File: src/sv/svf_pkg.sv
// ---------------------------------------------------------------------------
// svf_pkg - shared types, constants and microcode for the state variable filter
// Arithmetic widths, rounding and saturation helpers, and the control store
// that sequences one sample through the shared multiplier.
// ---------------------------------------------------------------------------
`default_nettype none

package svf_pkg;

   // Sample and integrator widths
   localparam int SAMPLE_WIDTH = 16;
   localparam int GUARD_BITS   = 8;
   localparam int ACC_WIDTH    = SAMPLE_WIDTH + GUARD_BITS;
   localparam int COEFF_BITS   = 16;
   localparam int MODE_BITS    = 3;
   localparam int CSR_IDX_BITS = 2;

   // Product of a zero-extended coefficient and an integrator value
   localparam int PROD_W = COEFF_BITS + 1 + ACC_WIDTH;
   // Product after the rounding shift
   localparam int RND_W  = PROD_W - COEFF_BITS;
   // Headroom for up to two adds ahead of saturation
   localparam int SUM_W  = ACC_WIDTH + 3;

   localparam int STEP_BITS = 3;

   typedef logic [STEP_BITS-1:0] step_type;

   // Configuration register indexes
   typedef enum logic [CSR_IDX_BITS-1:0] {
      CSR_FREQ  = 2'd0,
      CSR_DAMP  = 2'd1,
      CSR_MODE  = 2'd2,
      CSR_NONE  = 2'd3
   } csr_idx_type;

   // Output select codes; anything above MODE_NOTCH mutes
   typedef enum logic [MODE_BITS-1:0] {
      MODE_LOW   = 3'd0,
      MODE_BAND  = 3'd1,
      MODE_HIGH  = 3'd2,
      MODE_NOTCH = 3'd3,
      MODE_MUTE  = 3'd4
   } mode_type;

   // Multiplier operand selects
   typedef enum logic {
      COEF_FREQ = 1'b0,
      COEF_DAMP = 1'b1
   } coef_sel_type;

   typedef enum logic [1:0] {
      OPB_BAND   = 2'd0,
      OPB_SAMPLE = 2'd1,
      OPB_HIGH   = 2'd2,
      OPB_ZERO   = 2'd3
   } opb_sel_type;

   // Adder / writeback operation of a step
   typedef enum logic [2:0] {
      OP_NONE  = 3'd0,
      OP_LOW   = 3'd1,
      OP_DIFF  = 3'd2,
      OP_HIGH  = 3'd3,
      OP_NOTCH = 3'd4,
      OP_BAND  = 3'd5,
      OP_OUT   = 3'd6
   } acc_op_type;

   // One microcode word
   typedef struct packed {
      logic         wait_in;   // hold here until a sample transfer
      logic         wait_out;  // hold here until the output register is free
      logic         mul_en;    // load the product register
      coef_sel_type coef_sel;
      opb_sel_type  opb_sel;
      acc_op_type   acc_op;
      step_type     next;
   } ctrl_word_type;

   // Step addresses
   localparam step_type STEP_IDLE  = 3'd0;
   localparam step_type STEP_MFB   = 3'd1;
   localparam step_type STEP_LOW   = 3'd2;
   localparam step_type STEP_DIFF  = 3'd3;
   localparam step_type STEP_HIGH  = 3'd4;
   localparam step_type STEP_MFH   = 3'd5;
   localparam step_type STEP_BAND  = 3'd6;
   localparam step_type STEP_OUT   = 3'd7;

   // Control store
   function automatic ctrl_word_type ucode(input step_type addr);
      ctrl_word_type w;
      w = '{wait_in: 1'b0, wait_out: 1'b0, mul_en: 1'b0, coef_sel: COEF_FREQ,
            opb_sel: OPB_ZERO, acc_op: OP_NONE, next: STEP_IDLE};
      unique case (addr)
         // wait for a sample
         STEP_IDLE: begin
            w.wait_in = 1'b1;
            w.next    = STEP_MFB;
         end
         // f * band
         STEP_MFB: begin
            w.mul_en   = 1'b1;
            w.coef_sel = COEF_FREQ;
            w.opb_sel  = OPB_BAND;
            w.next     = STEP_LOW;
         end
         // low += rnd(f * band); start Q * x
         STEP_LOW: begin
            w.mul_en   = 1'b1;
            w.coef_sel = COEF_DAMP;
            w.opb_sel  = OPB_SAMPLE;
            w.acc_op   = OP_LOW;
            w.next     = STEP_DIFF;
         end
         // diff = rnd(Q * x) - low; start Q * band
         STEP_DIFF: begin
            w.mul_en   = 1'b1;
            w.coef_sel = COEF_DAMP;
            w.opb_sel  = OPB_BAND;
            w.acc_op   = OP_DIFF;
            w.next     = STEP_HIGH;
         end
         // high = sat(diff - rnd(Q * band))
         STEP_HIGH: begin
            w.acc_op = OP_HIGH;
            w.next   = STEP_MFH;
         end
         // f * high; notch = sat(high + low)
         STEP_MFH: begin
            w.mul_en   = 1'b1;
            w.coef_sel = COEF_FREQ;
            w.opb_sel  = OPB_HIGH;
            w.acc_op   = OP_NOTCH;
            w.next     = STEP_BAND;
         end
         // band += rnd(f * high)
         STEP_BAND: begin
            w.acc_op = OP_BAND;
            w.next   = STEP_OUT;
         end
         // load the output register
         STEP_OUT: begin
            w.wait_out = 1'b1;
            w.acc_op   = OP_OUT;
            w.next     = STEP_IDLE;
         end
         default: begin
            w.next = STEP_IDLE;
         end
      endcase
      return w;
   endfunction

   // floor((p + 2^15) / 2^16): round half up
   function automatic logic signed [RND_W-1:0] round_prod(
      input logic signed [PROD_W-1:0] p
   );
      logic signed [PROD_W-1:0] t;
      t = p + PROD_W'(1 << (COEFF_BITS - 1));
      return t[PROD_W-1:COEFF_BITS];
   endfunction

   // Clamp a sum to the signed integrator range
   function automatic logic signed [ACC_WIDTH-1:0] sat_acc(
      input logic signed [SUM_W-1:0] v
   );
      logic signed [SUM_W-1:0] hi;
      logic signed [SUM_W-1:0] lo;
      hi = {{(SUM_W-ACC_WIDTH+1){1'b0}}, {(ACC_WIDTH-1){1'b1}}};
      lo = ~hi;
      if (v > hi) begin
         return hi[ACC_WIDTH-1:0];
      end else if (v < lo) begin
         return lo[ACC_WIDTH-1:0];
      end
      return v[ACC_WIDTH-1:0];
   endfunction

   // Clamp an integrator value to the signed sample range
   function automatic logic signed [SAMPLE_WIDTH-1:0] sat_out(
      input logic signed [ACC_WIDTH-1:0] v
   );
      logic signed [ACC_WIDTH-1:0] hi;
      logic signed [ACC_WIDTH-1:0] lo;
      hi = {{(ACC_WIDTH-SAMPLE_WIDTH+1){1'b0}}, {(SAMPLE_WIDTH-1){1'b1}}};
      lo = ~hi;
      if (v > hi) begin
         return hi[SAMPLE_WIDTH-1:0];
      end else if (v < lo) begin
         return lo[SAMPLE_WIDTH-1:0];
      end
      return v[SAMPLE_WIDTH-1:0];
   endfunction

endpackage

`default_nettype wire

File: src/sv/state_variable_filter.sv
// ---------------------------------------------------------------------------
// state_variable_filter - two-pole state variable filter, microcoded
// One shared 17x24 multiplier is sequenced by a small control store to
// update the low-pass and band-pass integrators, then one node is picked.
// ---------------------------------------------------------------------------
//
//  channel  | dir | handshake             | payload
//  ---------+-----+-----------------------+------------------------------------
//  req      | in  | req_tvalid/req_tready | req_tdata[15:0]  sample_in
//  rsp      | out | rsp_tvalid/rsp_tready | rsp_tdata[15:0]  sample_out
//  csr      | in  | csr_valid/csr_ready   | csr_index, csr_data (register write)
//
//  Each sample passes through one idle step plus seven microcode steps,
//  a count set by the four products that go one after another through
//  the single multiplier.
//  The result sits in an output register, so the next sample is taken
//  while it waits; the sequencer only stalls in its last step if that
//  register is still full. Synchronous reset returns only the integrators,
//  sequencer, settings and valid flag to defaults. csr writes are always taken.
//
`default_nettype none

module state_variable_filter (
   input  wire logic                              clock,
   input  wire logic                              reset,
   // sample in
   input  wire logic                              req_tvalid,
   output      logic                              req_tready,
   input  wire logic [svf_pkg::SAMPLE_WIDTH-1:0]  req_tdata,   // [15:0] sample_in
   // sample out
   output      logic                              rsp_tvalid,
   input  wire logic                              rsp_tready,
   output      logic [svf_pkg::SAMPLE_WIDTH-1:0]  rsp_tdata,   // [15:0] sample_out
   // register writes
   input  wire logic                              csr_valid,
   output      logic                              csr_ready,
   input  wire logic [svf_pkg::CSR_IDX_BITS-1:0]  csr_index,
   input  wire logic [svf_pkg::COEFF_BITS-1:0]    csr_data
);
   import svf_pkg::*;

   // Registers
   step_type                        step_ff, step_in;
   logic [COEFF_BITS-1:0]           freq_ff, freq_in;
   logic [COEFF_BITS-1:0]           damp_ff, damp_in;
   logic [MODE_BITS-1:0]            mode_ff, mode_in;
   logic signed [SAMPLE_WIDTH-1:0]  x_ff, x_in;
   logic signed [PROD_W-1:0]        prod_ff, prod_in;
   logic signed [ACC_WIDTH-1:0]     low_ff, low_in;
   logic signed [ACC_WIDTH-1:0]     band_ff, band_in;
   logic signed [ACC_WIDTH-1:0]     high_ff, high_in;
   logic signed [ACC_WIDTH-1:0]     notch_ff, notch_in;
   logic signed [SUM_W-1:0]         diff_ff, diff_in;
   logic                            rsp_valid_ff, rsp_valid_in;
   logic [SAMPLE_WIDTH-1:0]         rsp_data_ff, rsp_data_in;

   ctrl_word_type                   cw;
   logic                            req_xfer;
   logic                            out_busy;
   logic                            advance;
   logic                            out_load;
   logic signed [COEFF_BITS:0]      mul_a;
   logic signed [ACC_WIDTH-1:0]     mul_b;
   logic signed [RND_W-1:0]         rnd_val;
   logic signed [ACC_WIDTH-1:0]     sel_node;

   // Control word fetch and step sequencing
   assign cw         = ucode(step_ff);
   assign req_tready = cw.wait_in;
   assign req_xfer   = req_tvalid && req_tready;
   assign out_busy   = rsp_valid_ff && !rsp_tready;

   always_comb begin
      advance = 1'b1;
      if (cw.wait_in && !req_tvalid) begin
         advance = 1'b0;
      end
      if (cw.wait_out && out_busy) begin
         advance = 1'b0;
      end
      step_in = advance ? cw.next : step_ff;
   end

   assign out_load = advance && (cw.acc_op == OP_OUT);

   // Register file writes
   assign csr_ready = 1'b1;
   always_comb begin
      freq_in = freq_ff;
      damp_in = damp_ff;
      mode_in = mode_ff;
      if (csr_valid && csr_ready) begin
         unique case (csr_idx_type'(csr_index))
            CSR_FREQ: freq_in = csr_data;
            CSR_DAMP: damp_in = csr_data;
            CSR_MODE: mode_in = csr_data[MODE_BITS-1:0];
            default:  ;
         endcase
      end
   end

   // Shared multiplier operands and product register
   always_comb begin
      mul_a = (cw.coef_sel == COEF_DAMP) ? $signed({1'b0, damp_ff})
                                         : $signed({1'b0, freq_ff});
      unique case (cw.opb_sel)
         OPB_BAND:   mul_b = band_ff;
         OPB_SAMPLE: mul_b = ACC_WIDTH'(x_ff);
         OPB_HIGH:   mul_b = high_ff;
         default:    mul_b = '0;
      endcase
      prod_in = cw.mul_en ? PROD_W'(mul_a) * PROD_W'(mul_b) : prod_ff;
   end

   assign rnd_val = round_prod(prod_ff);
   assign x_in    = req_xfer ? $signed(req_tdata) : x_ff;

   // Adder / saturation stage driven by the step's operation
   always_comb begin
      low_in   = low_ff;
      band_in  = band_ff;
      high_in  = high_ff;
      notch_in = notch_ff;
      diff_in  = diff_ff;
      unique case (cw.acc_op)
         OP_LOW:   low_in   = sat_acc(SUM_W'(low_ff) + SUM_W'(rnd_val));
         OP_DIFF:  diff_in  = SUM_W'(rnd_val) - SUM_W'(low_ff);
         OP_HIGH:  high_in  = sat_acc(diff_ff - SUM_W'(rnd_val));
         OP_NOTCH: notch_in = sat_acc(SUM_W'(high_ff) + SUM_W'(low_ff));
         OP_BAND:  band_in  = sat_acc(SUM_W'(band_ff) + SUM_W'(rnd_val));
         default:  ;
      endcase
   end

   // Output select and output register
   always_comb begin
      unique case (mode_ff)
         MODE_LOW:   sel_node = low_ff;
         MODE_BAND:  sel_node = band_ff;
         MODE_HIGH:  sel_node = high_ff;
         MODE_NOTCH: sel_node = notch_ff;
         default:    sel_node = '0;
      endcase
      rsp_valid_in = rsp_valid_ff;
      rsp_data_in  = rsp_data_ff;
      if (rsp_valid_ff && rsp_tready) begin
         rsp_valid_in = 1'b0;
      end
      if (out_load) begin
         rsp_valid_in = 1'b1;
         rsp_data_in  = sat_out(sel_node);
      end
   end

   assign rsp_tvalid = rsp_valid_ff;
   assign rsp_tdata  = rsp_data_ff;

   // Control and state registers
   always_ff @(posedge clock) begin
      if (reset) begin
         step_ff      <= STEP_IDLE;
         freq_ff      <= '1;
         damp_ff      <= '1;
         mode_ff      <= MODE_LOW;
         low_ff       <= '0;
         band_ff      <= '0;
         rsp_valid_ff <= 1'b0;
      end else begin
         step_ff      <= step_in;
         freq_ff      <= freq_in;
         damp_ff      <= damp_in;
         mode_ff      <= mode_in;
         low_ff       <= low_in;
         band_ff      <= band_in;
         rsp_valid_ff <= rsp_valid_in;
      end
   end

   // Datapath registers
   always_ff @(posedge clock) begin
      x_ff        <= x_in;
      prod_ff     <= prod_in;
      high_ff     <= high_in;
      notch_ff    <= notch_in;
      diff_ff     <= diff_in;
      rsp_data_ff <= rsp_data_in;
   end

   // Checks
   a_xfer_starts: assert property (@(posedge clock) disable iff (reset)
      req_xfer |=> step_ff == STEP_MFB)
      else $error("sample transfer did not start the sequence");

   a_load_at_out: assert property (@(posedge clock) disable iff (reset)
      out_load |-> step_ff == STEP_OUT && !out_busy)
      else $error("output register loaded outside the output step or while full");

   a_mute_zero: assert property (@(posedge clock) disable iff (reset)
      out_load && mode_ff != MODE_LOW && mode_ff != MODE_BAND &&
      mode_ff != MODE_HIGH && mode_ff != MODE_NOTCH |=> rsp_data_ff == '0)
      else $error("muted output is not zero");

   a_no_overwrite: assert property (@(posedge clock) disable iff (reset)
      rsp_valid_ff && !rsp_tready |=> $stable(rsp_data_ff))
      else $error("pending result overwritten");

endmodule

`default_nettype wire

File: config.mk
export PLATFORM = sky130hd
export DESIGN_NAME = state_variable_filter
export DESIGN_NICKNAME = d
export VERILOG_FILES = /design/src/sv/svf_pkg.sv /design/src/sv/state_variable_filter.sv
export SDC_FILE = /design/constraint.sdc
export NUM_CORES = 2
export LEC_CHECK = 0
export ABC_AREA = 1
export ABC_CLOCK_PERIOD_IN_PS = 10400
export BUFFER_PORTS_ARGS = -buffer_cell sky130_fd_sc_hd__buf_2
export CORE_MARGIN = 4
export CORE_UTILIZATION = 40
export DETAILED_ROUTE_END_ITERATION = 12
export SETUP_SLACK_MARGIN = 0.05
export SYNTH_ARGS = -nofsm -noshare
export SYNTH_HDL_FRONTEND = slang
export SYNTH_SLANG_ARGS = --single-unit
File: constraint.sdc
create_clock -name clock -period 10.4 [get_ports clock]
set_input_delay 1.04 -clock clock [delete_from_list [all_inputs] [get_ports clock]]
set_output_delay 1.04 -clock clock [all_outputs]
set_load 0.1 [all_outputs]
After elaboration in Yosys (flattened, before gate mapping)
Index checks and enable logic that the tools add are counted.
{"block": "word_totals", "regBits": 235, "input_bits": 39, "output_inout_bits": 19}
{"block": "op_classes", "n_mul": 1, "eq_ne": 20, "order_cmp": 10, "add_sub_neg": 6, "muxes": 42, "reduce_logical": 16}
{"operator": "$mux W24", "count": 12}
{"operator": "$pmux W24 S4", "count": 1}
{"operator": "$pmux W24 S3", "count": 1}
{"operator": "$mux W16", "count": 4}
{"operator": "$add A24 B25 Y26", "count": 2}
{"operator": "$gt A26 B24 Y1 const B", "count": 2}
{"operator": "$lt A26 B24 Y1 const B", "count": 2}
{"operator": "$add A41 B17 Y41 const B", "count": 1}
{"operator": "$mul A17 B24 Y41", "count": 1}
{"operator": "$gt A27 B24 Y1 const B", "count": 1}
{"operator": "$lt A27 B24 Y1 const B", "count": 1}
{"operator": "$sub A27 B25 Y27", "count": 1}
{"operator": "$sub A25 B24 Y26", "count": 1}
{"operator": "$add A24 B24 Y25", "count": 1}
{"operator": "$gt A25 B24 Y1 const B", "count": 1}
{"operator": "$lt A25 B24 Y1 const B", "count": 1}
{"operator": "$gt A24 B16 Y1 const B", "count": 1}
{"operator": "$lt A24 B16 Y1 const B", "count": 1}
{"operator": "$pmux W3 S8", "count": 1}
{"operator": "$eq A3 B3 Y1 const B", "count": 7}
{"operator": "$mux W1", "count": 21}
{"operator": "$eq A3 B2 Y1 const B", "count": 6}
{"operator": "$pmux W3 S6", "count": 1}
{"operator": "$pmux W4 S4", "count": 1}
{"operator": "9 further kinds", "count": 23}

Logic depth before layout (Yosys ltp)
{"block": "logic_depth", "ltp_word": 8, "mapped_depth": 34, "ltp_nobuf": 32}

Worst setup path before layout
No wires, ideal clock.
{"block": "synth_path", "path_type": "register to register", "start": "reg step_ff[0]", "end": "reg prod_ff[40] (data pin)", "stages_incl_launch_ff": 27, "synth_period_minus_slack_ps": 7014, "required_ps": 10139, "arrival_time_ps": 6754, "path_slack_ps": 3386, "cell_sequence": "dfxtp_1 -> ha_1 -> nand2_1 -> inv_1 -> o21ai_2 -> buf_4 -> o21ai_1 -> inv_1 -> nor2_1 -> inv_1 -> fa_1 -> fa_1 -> inv_1 -> fa_1 -> inv_1 -> fa_1 -> fa_1 -> fa_1 -> inv_1 -> ha_1 -> inv_1 -> nor3_1 -> nand2_1 -> nor3_1 -> nand3_1 -> nand3_1 -> xor2_1"}
{"block": "synth_via", "elab_chain_len": 5, "word_cells_on_any_way": 11, "cone_classes": "mul: 1; eq/ne: 6; mux: 3; reduce/logical: 1"}
{"element": "start: declaration", "line_no": "state_variable_filter.sv:43", "text": "step_type step_ff, step_in;"}
{"element": "start signal: assignment", "line_no": "state_variable_filter.sv:169", "text": "step_ff <= step_in;"}
{"element": "$eq A3 B3 Y1, or another cell as far along", "line_no": "svf_pkg.sv:96", "text": "unique case (addr)"}
{"element": "$pmux W4 S4 *", "line_no": "svf_pkg.sv:96"}
{"element": "$eq A2 B2 Y1, or another cell as far along", "line_no": "state_variable_filter.sv:106", "text": "unique case (cw.opb_sel)"}
{"element": "$pmux W24 S3", "line_no": "state_variable_filter.sv:106"}
{"element": "$mul A17 B24 Y41 *", "line_no": "state_variable_filter.sv:112", "text": "prod_in = cw.mul_en ? PROD_W'(mul_a) * PROD_W'(mul_b) : prod_ff;"}
{"element": "end signal: assignment", "line_no": "state_variable_filter.sv:182", "text": "prod_ff <= prod_in;"}
{"element": "end: declaration", "line_no": "state_variable_filter.sv:48", "text": "logic signed [PROD_W-1:0] prod_ff, prod_in;"}
Every way passes the cells marked *; elsewhere a longest branch is shown, timed or not.
A chain may end at the register's enable or synchronous reset.

Final worst setup path
{"block": "layout_path", "start": "reg step_ff[0]", "end": "reg prod_ff[31] (data pin)"}
Same word-level chain as after synthesis.

==> run metrics <==
Cells after Synth 4255; number of DRC markers in iteration 0 approximately 2.0k; worst skew pair latency 0.55 ns; Layout Nets 4902; f_max 110 MHz; Die X 292 um; initial antenna violation count 0; setup TNS 0 ns; DRC 0; WP data required between 10 and 15 ns; WL per Instance 20.6 um; row cnt 103; global-route wire length before repair 167000 um; largest net degree at the start of global routing just over 80; Synth top area share 23.6%; Crit Path Max Fanout 42; antenna viol nets, final 0; Arr. time, crit path 9.36 ns; die area 0.0850 mm^2; Layout area overhead 6.12%; run status completed; # hold bufs at CTS 0; FF-to-FF setup slack 1.32 ns; DIE HEIGHT 292 um; Setup Crit Path Kind flop to flop; vias in the first global route about 28k; n_diodes 0; worst hold margin between 0.4 and 0.5 ns; GPL Wtd Cong 1.02; worst-margin pin slew 1.23 ns; gr ovfl total 0; Initial Util about two fifths; DP Area ~0.033 mm^2; TritonCTS clock tree done; # clock sinks 219; Post-CTS Setup Bufs 0; Vias 27.9k; crit-path most repeated cell inv_1; Slew Viols, Final 0; layout cell share with drive strength beyond 1 7.11%; Vias/cell 5.24; total of warnings raised by yosys 0; Slew HR between 15 and 20%; Worst-path clk slew 0.06 ns; TritonCTS Buffers 26; Clock Path Buffers 3; first drt pass iteration count 5; register area share after synthesis 17.7%; RSZ-0062 raised after global routing no; worst hold path type flop to flop; Post-Route WL approximately 110000 um; CORE AREA 0.0794 mm^2; Worst Setup End Kind flop; Startpoint Class flop; # setup viols final 0; H-tree levels 1; period utilization approximately 87%; syn avg cell area 7.56 um^2; clock root cell clkbuf_16; Yosys reg bits ~220; syn_nets between 4k and 5k; area leader, netlist fa_1; slowest CP cell inv_1; CTS-repair resized insts 0; Final Skew 0.0163 ns; Yosys cell types 61; boundary pin count 58; top cells by area, synth fa_1 24%, edfxtp_1 12%, nand2_1 11%; Tmin final 9.08 ns; GRT Total Usage 25.3%; # port buffers 56; synthesized area 0.0322 mm^2; Fin. Hold Viols 0; final instance area about 0.034 mm^2; CP max stage delay around 0.65 ns; Max-cap violations 0; dpl hpwl 92700 um
==> final cells by class <==
type | count | area (um^2)
clock inverters | 15 | 136
repair buffers | 83 | 483
multi-input cells | 2990 | 22300
well taps | 1050 | 1310
fillers | 8262 | 45200
clock buffers | 33 | 739
flip-flops and latches | 219 | 5710
inverters | 934 | 3510
==> worst max-delay path: cells and delay by family (launching register included) <==
kind | cells | cell delay [ns]
XOR/XNOR | 1 | 0.15
buffers and inverters | 9 | 1.95
flip-flops | 1 | 0.34
AO/OA/AOI/OAI | 3 | 1.01
AND/OR/NAND/NOR | 7 | 1.64
adder cells (fa/ha/maj) | 8 | 3.68
==> through the flow <==
step / util [%] / instances / setup WS [ns]
2_1_floorplan: - / 4255 / 3.39
3_3_place_gp: 41.9 / 5276 / 1.52
3_5_place_dp: 41.9 / 5276 / 1.45
4_1_cts: 43.0 / 5324 / 1.39
5_1_grt: 43.0 / 5324 / 0.860
6_report: 43.0 / 5324 / 1.32
==> state kept, by name, summed over array words and instances (netlist names) <==
| signal | count |
|---|---|
| diff_ff | 26 |
| rsp_tdata | 16 |
| high_ff | 24 |
| damp_ff | 16 |
| low_ff | 24 |
| notch_ff | 24 |
| x_ff | 16 |
| prod_ff | 26 |
| rsp_tvalid | 1 |
| mode_ff | 3 |
| freq_ff | 16 |
| band_ff | 24 |
| step_ff | 3 |
==> layout by cell type (no fill, tap or decap), types with 7 or more instances in the layout <==
cell type,netlist,layout
dfxtp_1,87,87
nor3_1,32,30
o221ai_1,27,27
o21ai_0,152,152
clkbuf_16,0,28
a211o_1,15,15
buf_4,14,27
a211oi_1,7,7
nand3_2,10,10
nand3_1,118,118
nor4_1,9,8
nor2_1,394,394
nor3_2,5,7
xnor2_1,44,44
nand2_1,975,975
o211ai_1,19,19
a21o_1,20,20
a21boi_0,7,7
fa_1,380,380
xor2_1,109,109
o22ai_1,18,18
o21ai_1,14,8
inv_2,28,29
nor2_2,16,16
inv_1,901,901
buf_2,45,56
a21oi_1,184,184
clkinv_1,5,9
edfxtp_1,132,132
nand2_2,41,41
a21oi_2,46,46
a31oi_1,10,10
ha_1,229,229
nand4_1,41,41
o21bai_1,21,21
o21ai_2,7,13
==> per-layer routing <==
layer,track usage [%],wire length [um]
met2,43.1,52600
met4,11.9,6010
met1,32.2,44700
met3,3.09,6500
met5,0,0
==> cells in the mapped netlist (all sizes together) <==
library cell     n
a211o           15
a21boi           9
clkbuf          28
and3             4
clkinv           5
o21bai          22
nand2         1020
nor2           414
a22o             1
nand2b           2
a21oi          232
nor4             9
edfxtp         132
nand4           41
xor2           109
and2             2
nor3            38
fa             380
o41ai            1
nand3          128
o21a             2
a31oi           10
conb             1
dfxtp           87
buf             84
or2              1
a211oi           7
nand3b           3
inv            929
o221ai          29
xnor2           44
ha             229
o2111ai          3
o311ai           2
o21ai          174
a31o             1
o22ai           18
a21o            20
o211ai          19
==> cells by family (layout without fill, tap and decap cells) <==
group / Yosys count / in the layout / synth area share, %
and+or+nand+nor: 1662 / 1662 / 21.4
buffers and inverters: 1046 / 1065 / 13.2
adders and majority gates: 609 / 609 / 32.5
AOI/OAI and AO/OA: 565 / 565 / 10.9
DFF: 219 / 219 / 17.7
xor gates and xnor gates: 153 / 153 / 4.16
other: 1 / 1 / 0.0117
==> final timing paths <==
path | startpoint | to | depth (start not counted)
worst min-delay path | freq_ff[9]$_SDFFE_PP1P_ | freq_ff[9]$_SDFFE_PP1P_ | 2
worst max register to register | step_ff[0]$_SDFFE_PP0P_ | prod_ff[31]$_DFFE_PN_ | 28
worst max-delay path | step_ff[0]$_SDFFE_PP0P_ | prod_ff[31]$_DFFE_PN_ | 28
worst min register to register | freq_ff[9]$_SDFFE_PP1P_ | freq_ff[9]$_SDFFE_PP1P_ | 2
Power is left out: the tool's default activity adds up to more than one toggle a clock period on the data nets, which glitch-free logic cannot reach.
